`src/tmq_pkg.sv`:
```
`default_nettype none
package tmq_pkg;

  localparam int TYPE_W = 64;
  localparam int SIZE_W = 14;
  localparam int CNT_W  = 7;
  localparam int BYTE_W = 21;

  localparam logic [BYTE_W-1:0] BYTE_LIMIT_RESET = 21'd16384;

  localparam logic CMD_SEND = 1'b0;
  localparam logic CMD_RECV = 1'b1;

  typedef enum logic [2:0] {
    ST_OK      = 3'd0,
    ST_INVALID = 3'd1,
    ST_FULL    = 3'd2,
    ST_NOMSG   = 3'd3,
    ST_TOOBIG  = 3'd4
  } status_e;

  typedef logic signed [TYPE_W-1:0] msg_type_t;

endpackage
`default_nettype wire

```
`src/tmq_in_if.sv`:
```
`default_nettype none
interface tmq_in_if;
  import tmq_pkg::*;
  logic                valid;
  logic                ready;
  logic                cmd;
  logic signed [63:0]  msg_type;
  logic [13:0]         msg_size;
  logic                except_flag;
  logic                noerror_flag;

  modport source (output valid, cmd, msg_type, msg_size, except_flag, noerror_flag,
                  input ready);
  modport sink   (input valid, cmd, msg_type, msg_size, except_flag, noerror_flag,
                  output ready);
endinterface
`default_nettype wire

```
`src/tmq_out_if.sv`:
```
`default_nettype none
interface tmq_out_if;
  logic                valid;
  logic                ready;
  logic [2:0]          status;
  logic signed [63:0]  out_type;
  logic [13:0]         out_size;
  logic [6:0]          msg_count;
  logic [20:0]         byte_count;

  modport source (output valid, status, out_type, out_size, msg_count, byte_count,
                  input ready);
  modport sink   (input valid, status, out_type, out_size, msg_count, byte_count,
                  output ready);
endinterface
`default_nettype wire

```
`src/typed_message_queue.sv`:
```
// a send goes from the input transfer straight to the result; a receive scans every
// used entry, resolves the pick and, when a message is taken, drops dead front entries.
// the entry memory scan reads one entry per cycle and the drop removes one dead
// front entry per cycle. one item at a time: the next input transfer is taken once
// the result has been loaded into the output register, and that load waits while
// the previous result is still stalled at the output.
// reset: asynchronous active-low, empties the ring, clears live marks,
// byte limit back to 16384; entry memory contents are not cleared.
`default_nettype none
module typed_message_queue #(
  parameter int ENTRIES       = 64,
  parameter int MAX_MSG_BYTES = 8192
) (
  input  wire logic                      clk_i,
  input  wire logic                      rst_ni,
  input  wire logic                      cfg_we_i,
  input  wire logic [20:0]               cfg_wdata_i,
  tmq_in_if.sink                         in_i,
  tmq_out_if.source                      out_o
);
  import tmq_pkg::*;

  localparam int AW = (ENTRIES > 1) ? $clog2(ENTRIES) : 1;
  localparam int CW = $clog2(ENTRIES + 1);
  localparam int EW = TYPE_W + SIZE_W;
  localparam logic [CW-1:0] ENT_C = CW'(ENTRIES);
  localparam msg_type_t TYPE_MIN = {1'b1, {(TYPE_W-1){1'b0}}};
  localparam msg_type_t TYPE_MAX = {1'b0, {(TYPE_W-1){1'b1}}};

  localparam logic [2:0] S_IDLE    = 3'd0;
  localparam logic [2:0] S_SCAN    = 3'd1;
  localparam logic [2:0] S_RESOLVE = 3'd2;
  localparam logic [2:0] S_DROP    = 3'd3;
  localparam logic [2:0] S_FIN     = 3'd4;

  logic [2:0]        state_q, state_d;
  logic [BYTE_W-1:0] limit_q;
  logic [ENTRIES-1:0] live_q;
  logic [AW-1:0]     head_q;
  logic [CW-1:0]     used_q;
  logic [CW-1:0]     live_cnt_q;
  logic [BYTE_W-1:0] held_q;

  msg_type_t         sel_q;
  logic              except_q, noerror_q;
  logic [SIZE_W-1:0] buf_q;
  logic [CW-1:0]     cnt_q;
  logic              pend_q;
  logic [AW-1:0]     pend_slot_q;
  logic              have_q;
  msg_type_t         best_type_q;
  logic [SIZE_W-1:0] best_size_q;
  logic [AW-1:0]     best_slot_q;

  status_e           res_status_q;
  msg_type_t         res_type_q;
  logic [SIZE_W-1:0] res_size_q;

  logic              out_valid_q;

  logic              in_xfer;
  logic [CW:0]       wsum, rsum;
  logic [AW-1:0]     wslot, rslot;
  logic              send_bad, send_full, send_ok;
  logic [EW-1:0]     rdata;
  msg_type_t         rd_type, bound;
  logic [SIZE_W-1:0] rd_size;
  logic              hit;
  logic              issue;
  logic              out_load;

  assign in_xfer = in_i.valid && in_i.ready;
  assign in_i.ready = (state_q == S_IDLE);
  assign out_load = (state_q == S_FIN) && (!out_valid_q || out_o.ready);

  // ring slot arithmetic, sum stays below twice the depth
  always_comb begin
    wsum = (CW+1)'(head_q) + (CW+1)'(used_q);
    if (wsum >= (CW+1)'(ENTRIES)) wsum = wsum - (CW+1)'(ENTRIES);
    wslot = wsum[AW-1:0];
    rsum = (CW+1)'(head_q) + (CW+1)'(cnt_q);
    if (rsum >= (CW+1)'(ENTRIES)) rsum = rsum - (CW+1)'(ENTRIES);
    rslot = rsum[AW-1:0];
  end

  always_comb begin
    send_bad  = (32'(in_i.msg_size) > 32'(MAX_MSG_BYTES)) || (in_i.msg_type < 64'sd1);
    send_full = ((BYTE_W+1)'(held_q) + (BYTE_W+1)'(in_i.msg_size) > (BYTE_W+1)'(limit_q))
                || (used_q >= ENT_C);
    send_ok   = in_xfer && (in_i.cmd == CMD_SEND) && !send_bad && !send_full;
  end

  assign issue = (state_q == S_SCAN) && (cnt_q < used_q);

  tmq_ram #(.WIDTH(EW), .DEPTH(ENTRIES)) u_ram (
    .clk_i   (clk_i),
    .we_i    (send_ok),
    .waddr_i (wslot),
    .wdata_i ({in_i.msg_type, in_i.msg_size}),
    .raddr_i (rslot),
    .rdata_o (rdata)
  );

  assign rd_type = rdata[EW-1:SIZE_W];
  assign rd_size = rdata[SIZE_W-1:0];

  always_comb begin
    bound = (sel_q == TYPE_MIN) ? TYPE_MAX : -sel_q;
    hit = 1'b0;
    if (pend_q && live_q[pend_slot_q]) begin
      if (sel_q == 64'sd0) begin
        hit = !have_q;
      end else if (sel_q > 64'sd0) begin
        hit = !have_q && (except_q ? (rd_type != sel_q) : (rd_type == sel_q));
      end else begin
        // strict less keeps the earliest on a tie
        hit = (rd_type <= bound) && (!have_q || rd_type < best_type_q);
      end
    end
  end

  always_comb begin
    state_d = state_q;
    case (state_q)
      S_IDLE: begin
        if (in_xfer) state_d = (in_i.cmd == CMD_SEND) ? S_FIN : S_SCAN;
      end
      S_SCAN: begin
        if (!issue && !pend_q) state_d = S_RESOLVE;
      end
      S_RESOLVE: begin
        if (have_q && !(best_size_q > buf_q && !noerror_q)) state_d = S_DROP;
        else state_d = S_FIN;
      end
      S_DROP: begin
        if (used_q == '0 || live_q[head_q]) state_d = S_FIN;
      end
      S_FIN: begin
        if (!out_valid_q || out_o.ready) state_d = S_IDLE;
      end
      default: state_d = S_IDLE;
    endcase
  end

  always_ff @(posedge clk_i or negedge rst_ni) begin
    if (!rst_ni) begin
      state_q     <= S_IDLE;
      limit_q     <= BYTE_LIMIT_RESET;
      live_q      <= '0;
      head_q      <= '0;
      used_q      <= '0;
      live_cnt_q  <= '0;
      held_q      <= '0;
      pend_q      <= 1'b0;
      have_q      <= 1'b0;
      cnt_q       <= '0;
      out_valid_q <= 1'b0;
    end else begin
      state_q <= state_d;
      if (cfg_we_i) limit_q <= cfg_wdata_i;
      if (out_load) out_valid_q <= 1'b1;
      else if (out_o.ready) out_valid_q <= 1'b0;
      case (state_q)
        S_IDLE: begin
          if (in_xfer) begin
            sel_q     <= in_i.msg_type;
            except_q  <= in_i.except_flag;
            noerror_q <= in_i.noerror_flag;
            buf_q     <= in_i.msg_size;
            cnt_q     <= '0;
            pend_q    <= 1'b0;
            have_q    <= 1'b0;
            res_type_q <= '0;
            res_size_q <= '0;
            if (in_i.cmd == CMD_SEND) begin
              if (send_bad) res_status_q <= ST_INVALID;
              else if (send_full) res_status_q <= ST_FULL;
              else res_status_q <= ST_OK;
              if (send_ok) begin
                live_q[wslot] <= 1'b1;
                used_q        <= used_q + 1'b1;
                live_cnt_q    <= live_cnt_q + 1'b1;
                held_q        <= held_q + BYTE_W'(in_i.msg_size);
              end
            end
          end
        end
        S_SCAN: begin
          pend_q      <= issue;
          pend_slot_q <= rslot;
          if (issue) cnt_q <= cnt_q + 1'b1;
          if (hit) begin
            have_q      <= 1'b1;
            best_type_q <= rd_type;
            best_size_q <= rd_size;
            best_slot_q <= pend_slot_q;
          end
        end
        S_RESOLVE: begin
          if (!have_q) begin
            res_status_q <= ST_NOMSG;
          end else if (best_size_q > buf_q && !noerror_q) begin
            res_status_q <= ST_TOOBIG;
          end else begin
            res_status_q <= ST_OK;
            res_type_q   <= best_type_q;
            res_size_q   <= (best_size_q > buf_q) ? buf_q : best_size_q;
            live_q[best_slot_q] <= 1'b0;
            if (live_cnt_q != '0) live_cnt_q <= live_cnt_q - 1'b1;
            held_q <= (held_q >= BYTE_W'(best_size_q)) ? held_q - BYTE_W'(best_size_q) : '0;
          end
        end
        S_DROP: begin
          if (used_q != '0 && !live_q[head_q]) begin
            head_q <= (32'(head_q) == ENTRIES - 1) ? '0 : head_q + 1'b1;
            used_q <= used_q - 1'b1;
          end else if (used_q == '0) begin
            head_q <= '0;
          end
        end
        default: ;
      endcase
    end
  end

  // output register, loaded when the previous result has been transferred
  always_ff @(posedge clk_i) begin
    if (out_load) begin
      out_o.status     <= res_status_q;
      out_o.out_type   <= res_type_q;
      out_o.out_size   <= res_size_q;
      out_o.msg_count  <= CNT_W'(live_cnt_q);
      out_o.byte_count <= held_q;
    end
  end

  assign out_o.valid = out_valid_q;

  a_used_bound: assert property (@(posedge clk_i) disable iff (!rst_ni)
    used_q <= ENT_C) else $error("ring over-full");
  a_live_le_used: assert property (@(posedge clk_i) disable iff (!rst_ni)
    live_cnt_q <= used_q) else $error("live count above ring use");
  a_live_count: assert property (@(posedge clk_i) disable iff (!rst_ni)
    $countones(live_q) == 32'(live_cnt_q)) else $error("live marks disagree with count");
  a_empty_head: assert property (@(posedge clk_i) disable iff (!rst_ni)
    (state_q == S_IDLE && used_q == '0) |-> head_q == '0) else $error("empty ring head");

endmodule
`default_nettype wire

```
`src/tmq_ram.sv`:
```
`default_nettype none
module tmq_ram #(
  parameter int WIDTH = 8,
  parameter int DEPTH = 16
) (
  input  wire logic                             clk_i,
  input  wire logic                             we_i,
  input  wire logic [$clog2(DEPTH)-1:0]         waddr_i,
  input  wire logic [WIDTH-1:0]                 wdata_i,
  input  wire logic [$clog2(DEPTH)-1:0]         raddr_i,
  output logic      [WIDTH-1:0]                 rdata_o
);
  logic [WIDTH-1:0] mem [DEPTH];

  always_ff @(posedge clk_i) begin
    if (we_i) begin
      mem[waddr_i] <= wdata_i;
    end
    rdata_o <= mem[raddr_i];
  end
endmodule
`default_nettype wire
```
`src/flat_wrapper.sv`:
```
// flat-port wrapper written by rule: the top's interface ports become plain ports
module typed_message_queue_flat import tmq_pkg::*;
#(
  parameter int ENTRIES       = 64,
  parameter int MAX_MSG_BYTES = 8192
)
  (clk_i, rst_ni, cfg_we_i, cfg_wdata_i, in_i_valid, in_i_cmd, in_i_msg_type, in_i_msg_size, in_i_except_flag, in_i_noerror_flag, in_i_ready, out_o_valid, out_o_status, out_o_out_type, out_o_out_size, out_o_msg_count, out_o_byte_count, out_o_ready);
  tmq_in_if in_i_i ();
  tmq_out_if out_o_i ();
  input  wire logic clk_i;
  input  wire logic rst_ni;
  input  wire logic cfg_we_i;
  input  wire logic [20:0] cfg_wdata_i;
  input wire logic [$bits(in_i_i.valid)-1:0] in_i_valid;
  input wire logic [$bits(in_i_i.cmd)-1:0] in_i_cmd;
  input wire logic [$bits(in_i_i.msg_type)-1:0] in_i_msg_type;
  input wire logic [$bits(in_i_i.msg_size)-1:0] in_i_msg_size;
  input wire logic [$bits(in_i_i.except_flag)-1:0] in_i_except_flag;
  input wire logic [$bits(in_i_i.noerror_flag)-1:0] in_i_noerror_flag;
  output wire logic [$bits(in_i_i.ready)-1:0] in_i_ready;
  output wire logic [$bits(out_o_i.valid)-1:0] out_o_valid;
  output wire logic [$bits(out_o_i.status)-1:0] out_o_status;
  output wire logic [$bits(out_o_i.out_type)-1:0] out_o_out_type;
  output wire logic [$bits(out_o_i.out_size)-1:0] out_o_out_size;
  output wire logic [$bits(out_o_i.msg_count)-1:0] out_o_msg_count;
  output wire logic [$bits(out_o_i.byte_count)-1:0] out_o_byte_count;
  input wire logic [$bits(out_o_i.ready)-1:0] out_o_ready;
  assign in_i_i.valid = in_i_valid;
  assign in_i_i.cmd = in_i_cmd;
  assign in_i_i.msg_type = in_i_msg_type;
  assign in_i_i.msg_size = in_i_msg_size;
  assign in_i_i.except_flag = in_i_except_flag;
  assign in_i_i.noerror_flag = in_i_noerror_flag;
  assign in_i_ready = in_i_i.ready;
  assign out_o_valid = out_o_i.valid;
  assign out_o_status = out_o_i.status;
  assign out_o_out_type = out_o_i.out_type;
  assign out_o_out_size = out_o_i.out_size;
  assign out_o_msg_count = out_o_i.msg_count;
  assign out_o_byte_count = out_o_i.byte_count;
  assign out_o_i.ready = out_o_ready;
  typed_message_queue #(.ENTRIES(ENTRIES), .MAX_MSG_BYTES(MAX_MSG_BYTES)) u_core (.clk_i(clk_i), .rst_ni(rst_ni), .cfg_we_i(cfg_we_i), .cfg_wdata_i(cfg_wdata_i), .in_i(in_i_i), .out_o(out_o_i));
endmodule
```
`config.mk`:
```
export PLATFORM = sky130hd
export DESIGN_NAME = typed_message_queue_flat
export DESIGN_NICKNAME = d
export VERILOG_FILES = /design/src/tmq_pkg.sv /design/src/tmq_in_if.sv /design/src/tmq_out_if.sv /design/src/typed_message_queue.sv /design/src/tmq_ram.sv /design/src/flat_wrapper.sv
export SDC_FILE = /design/constraint.sdc
export NUM_CORES = 2
export LEC_CHECK = 0
export BUFFER_PORTS_ARGS = -buffer_cell sky130_fd_sc_hd__buf_2
export CORE_UTILIZATION = 30
export CTS_CLUSTER_DIAMETER = 80
export DETAILED_ROUTE_END_ITERATION = 8
export PLACE_DENSITY = 0.42
export SLEW_MARGIN = 20
export SYNTH_ARGS = -nofsm -noshare
export SYNTH_HDL_FRONTEND = slang
export SYNTH_MEMORY_MAX_BITS = 65536
export SYNTH_SLANG_ARGS = --single-unit
export TNS_END_PERCENT = 50
```
`constraint.sdc`:
```
create_clock -name clk_i -period 33.4 [get_ports clk_i]
set_input_delay 3.34 -clock clk_i [delete_from_list [all_inputs] [get_ports clk_i]]
set_output_delay 3.34 -clock clk_i [all_outputs]
set_load 0.05 [all_outputs]
```
==> run metrics <==
Async S/R FF share, synth=0.0250; Synth Cell Area=217,000 sq um; DR vias=approximately 110k; Initial Util=0.301; post-route DRC violation count=0; endpoints failing hold=0; Post-CTS Setup Inserts=0; Final period util=0.315; flop-to-flop setup slack=roughly 25 ns; Arr. time, crit path=between 10 and 15 ns; Final Skew=between 0.07 and 0.08 ns; hold crit path type=reg2reg; # fillers=between 60,000 and 70,000; Clock Latency Late Sink=around 1.1 ns; Final min period=approximately 11 ns; total grt overflow=0; R2R cell count=18; Clock Sinks=about 5,600; Max-slew headroom=0.225; Fmax=~95 MHz; Max Root-Sink Buffers=4; number of global-route vias before repair=around 110k; initial antenna violation count=62; die height=~850 um; dpl hpwl=around 430,000 um; EDFF count, synth=5,352; CTS-repair resized insts=0; DR vias/cell=around 5.2; PortBufs=217; Routed WL per cell=approximately 34 um; Hold Buf Count CTS=0; Hold Slack=roughly 0.4 ns; post-synthesis area per instance=~22 sq um; commonest non-fill, non-tap cell in the layout=edfxtp_1; Post-Syn Nets=slightly above 10,000; htree depth=6; CP Launch Type=input pin; Required @ worst endpoint=34.11 ns; Critical R2R Launch=u_core.sel_q[14]; Tightest Pin Transition=around 1.2 ns; Rows=between 300 and 400; most frequent cells in the layout=5,352 x edfxtp_1, 1,591 x mux4_2, 636 x clkbuf_16; Initial DRC Count=between 10,000 and 15,000; DIE AREA=728,000 sq um; Nets=approximately 11,000; share of cells above drive strength 1=0.286; Die Wd=approximately 850 um; Yosys warnings=0; GP Congestion=about 0.85; status=complete, no violations; Area Overhead vs Synth=16.4%; pwr dens=between 90 and 100 nW/um^2; Antenna Nets Post-Route=0; #FFs+latches synth=5,569; area occupied by multi-input gates=50,000 sq um; worst hold start=u_core.u_ram.rdata_o[3]; synth unique cells=around 80; Synth Flop Type=edfxtp_1; post-route setup TNS=0 ns; placed instance area=233,000 sq um; largest net degree at the start of global routing=around 120; Setup-failing EPs final=0; IO Pins=218; clk slew on worst S/H paths=0.06 ns; Cells after Synth=a little under 10,000; FF/Latch Area=approximately 170,000 sq um; worst ir drop on vdd=around 120 uV; total CTS buffers=approximately 630; DR pass1 iterations=5; final WL=approximately 710,000 um; P_leak=79.6 nW; Util after Layout=0.350; Worst Setup End Kind=flip-flop; first-pass GRT wire length=roughly 970,000 um; Core Region=~720,000 sq um; Hold Crit Depth=0; GRT Util Overall=0.190; Clock Tree Root=clkbuf_16; count of final max-slew check failures=0; CP Class=in2reg; worst reg2reg endpoint=u_core.best_type_q[38]; Worst Path Max Fanout=67; CTS tree=yes; sequential element share of the synthesized area=0.763; Hold EP=u_core.best_size_q[3]; RSZ-0062 raised after global routing=no; final instance area=between 200,000 and 300,000 sq um; maxcap violations=0
kinds of logic (layout without fill, tap and decap cells):
kind of cell    after synthesis  in the layout  synth area share
fa+ha+maj                   225            225            0.0132
xor+xnor                    171            171           0.00689
compound gates              590            590            0.0162
flops                      5569           5569             0.763
simple gates               1144           1144            0.0242
buf+inv                     629           1940            0.0110
other cells                   0             43                 0
mux                        1616           1616             0.166
cells in the mapped netlist (all sizes together) (7+ instances only):
| cell type | number | area [sq um] |
|---|---|---|
| o31ai | 9 | 67.6 |
| nor2 | 320 | 1200 |
| a22oi | 13 | 97.6 |
| inv | 157 | 589 |
| o21ai | 215 | 1080 |
| a21o | 43 | 323 |
| or3 | 10 | 62.6 |
| xor2 | 39 | 342 |
| a21oi | 128 | 641 |
| clkbuf | 357 | 1340 |
| nor2b | 20 | 125 |
| nor3 | 40 | 221 |
| a211oi | 20 | 150 |
| xnor2 | 132 | 1160 |
| nand2 | 441 | 1660 |
| and3 | 90 | 563 |
| mux2i | 20 | 200 |
| nand2b | 10 | 65.1 |
| mux4 | 1591 | 35800 |
| dfrtp | 138 | 3450 |
| o21a | 11 | 82.6 |
| o211ai | 8 | 60.1 |
| or4 | 13 | 101 |
| dfxtp | 78 | 1560 |
| or2 | 7 | 43.8 |
| a31oi | 89 | 557 |
| buf | 115 | 458 |
| nand4 | 57 | 357 |
| ha | 219 | 2740 |
| nand3 | 43 | 215 |
| nand3b | 14 | 105 |
| edfxtp | 5352 | 161000 |
| nor4 | 48 | 300 |
| and2 | 10 | 62.6 |
how the worst max path moves through the flow:
stage,end,from
5_1_grt,u_core.u_ram.mem[10][59],in_i_msg_size[1]
3_5_place_dp,u_core.u_ram.mem[50][34],in_i_msg_size[5]
4_1_cts,u_core.u_ram.mem[49][27],in_i_msg_size[5]
2_1_floorplan,u_core.best_size_q[0],u_core.sel_q[9]
6_report,u_core.u_ram.mem[34][56],in_i_msg_size[5]
3_3_place_gp,u_core.u_ram.mem[10][60],in_i_msg_size[1]
layer usage:
layer,GRT usage,vias up,wire length [um]
met5,0,-,13
met1,0.260,60000,301000
met4,0.0516,2,21600
met2,0.321,3524,349000
li1,-,43400,-
met3,0.0249,919,35900
power breakdown:
part	internal [W]	leakage (nW)	total, W	switching, W
Combinational	0.00419	19.3	0.00954	0.00534
Sequential	0.00785	50.5	0.00811	0.000257
Clock	0.00386	9.77	0.00676	0.00289
Total	0.0159	79.6	0.0244	0.00850
metrics by stage:
stage / instances / total power (W) / worst slack (ns)
floorplan: 9944 / 0.0143 / 21.93
global route: 20900 / 0.0254 / 22.57
CTS: 20800 / 0.0249 / 22.57
global placement: 19700 / 0.0181 / 21.26
detailed placement: 19700 / 0.0181 / 21.48
finish: 20900 / 0.0244 / 22.87
worst max-delay path, stage by stage:
cell and delay (ns):
buf_2 0.09, buf_4 0.59, ha_1 0.43, o21a_1 0.21, o2111a_1 0.23, o41ai_1 0.12
a31oi_1 0.27, a221oi_1 0.92, nand3b_1 0.27, xnor2_1 0.14, ha_1 0.27, a21o_1 0.18
a211o_1 0.29, a21oi_1 0.26, o211ai_1 0.18, or2_2 0.38, buf_4 0.28, nand3b_1 0.60
buf_6 0.37, nor2_4 0.10, buf_4 0.73, buf_4 0.76
area by class of cell:
class	instances	area share
flip-flops and latches	5569	0.655
diodes	43	0.000425
well taps	9577	0.0474
inverters	157	0.00238
clock inverters	343	0.0130
repair buffers	634	0.0177
multi-input cells	3746	0.198
clock buffers	806	0.0663
sequential cells by signal, indices dropped and copies added (netlist names), 14 cells and up:
name and count:
u_core.buf_q 14, u_core.res_size_q 14, u_core.best_type_q 64, u_core.held_q 21, u_core.sel_q 64, u_core.u_ram.rdata_o 78, u_core.out_o.byte_count 21, u_core.out_o.out_size 14
u_core.live_q 64, u_core.res_type_q 64, u_core.limit_q 21, u_core.best_size_q 14, u_core.out_o.out_type 64, u_core.u_ram.mem 4992
Note: power is estimated with default switching activity, not from simulation.
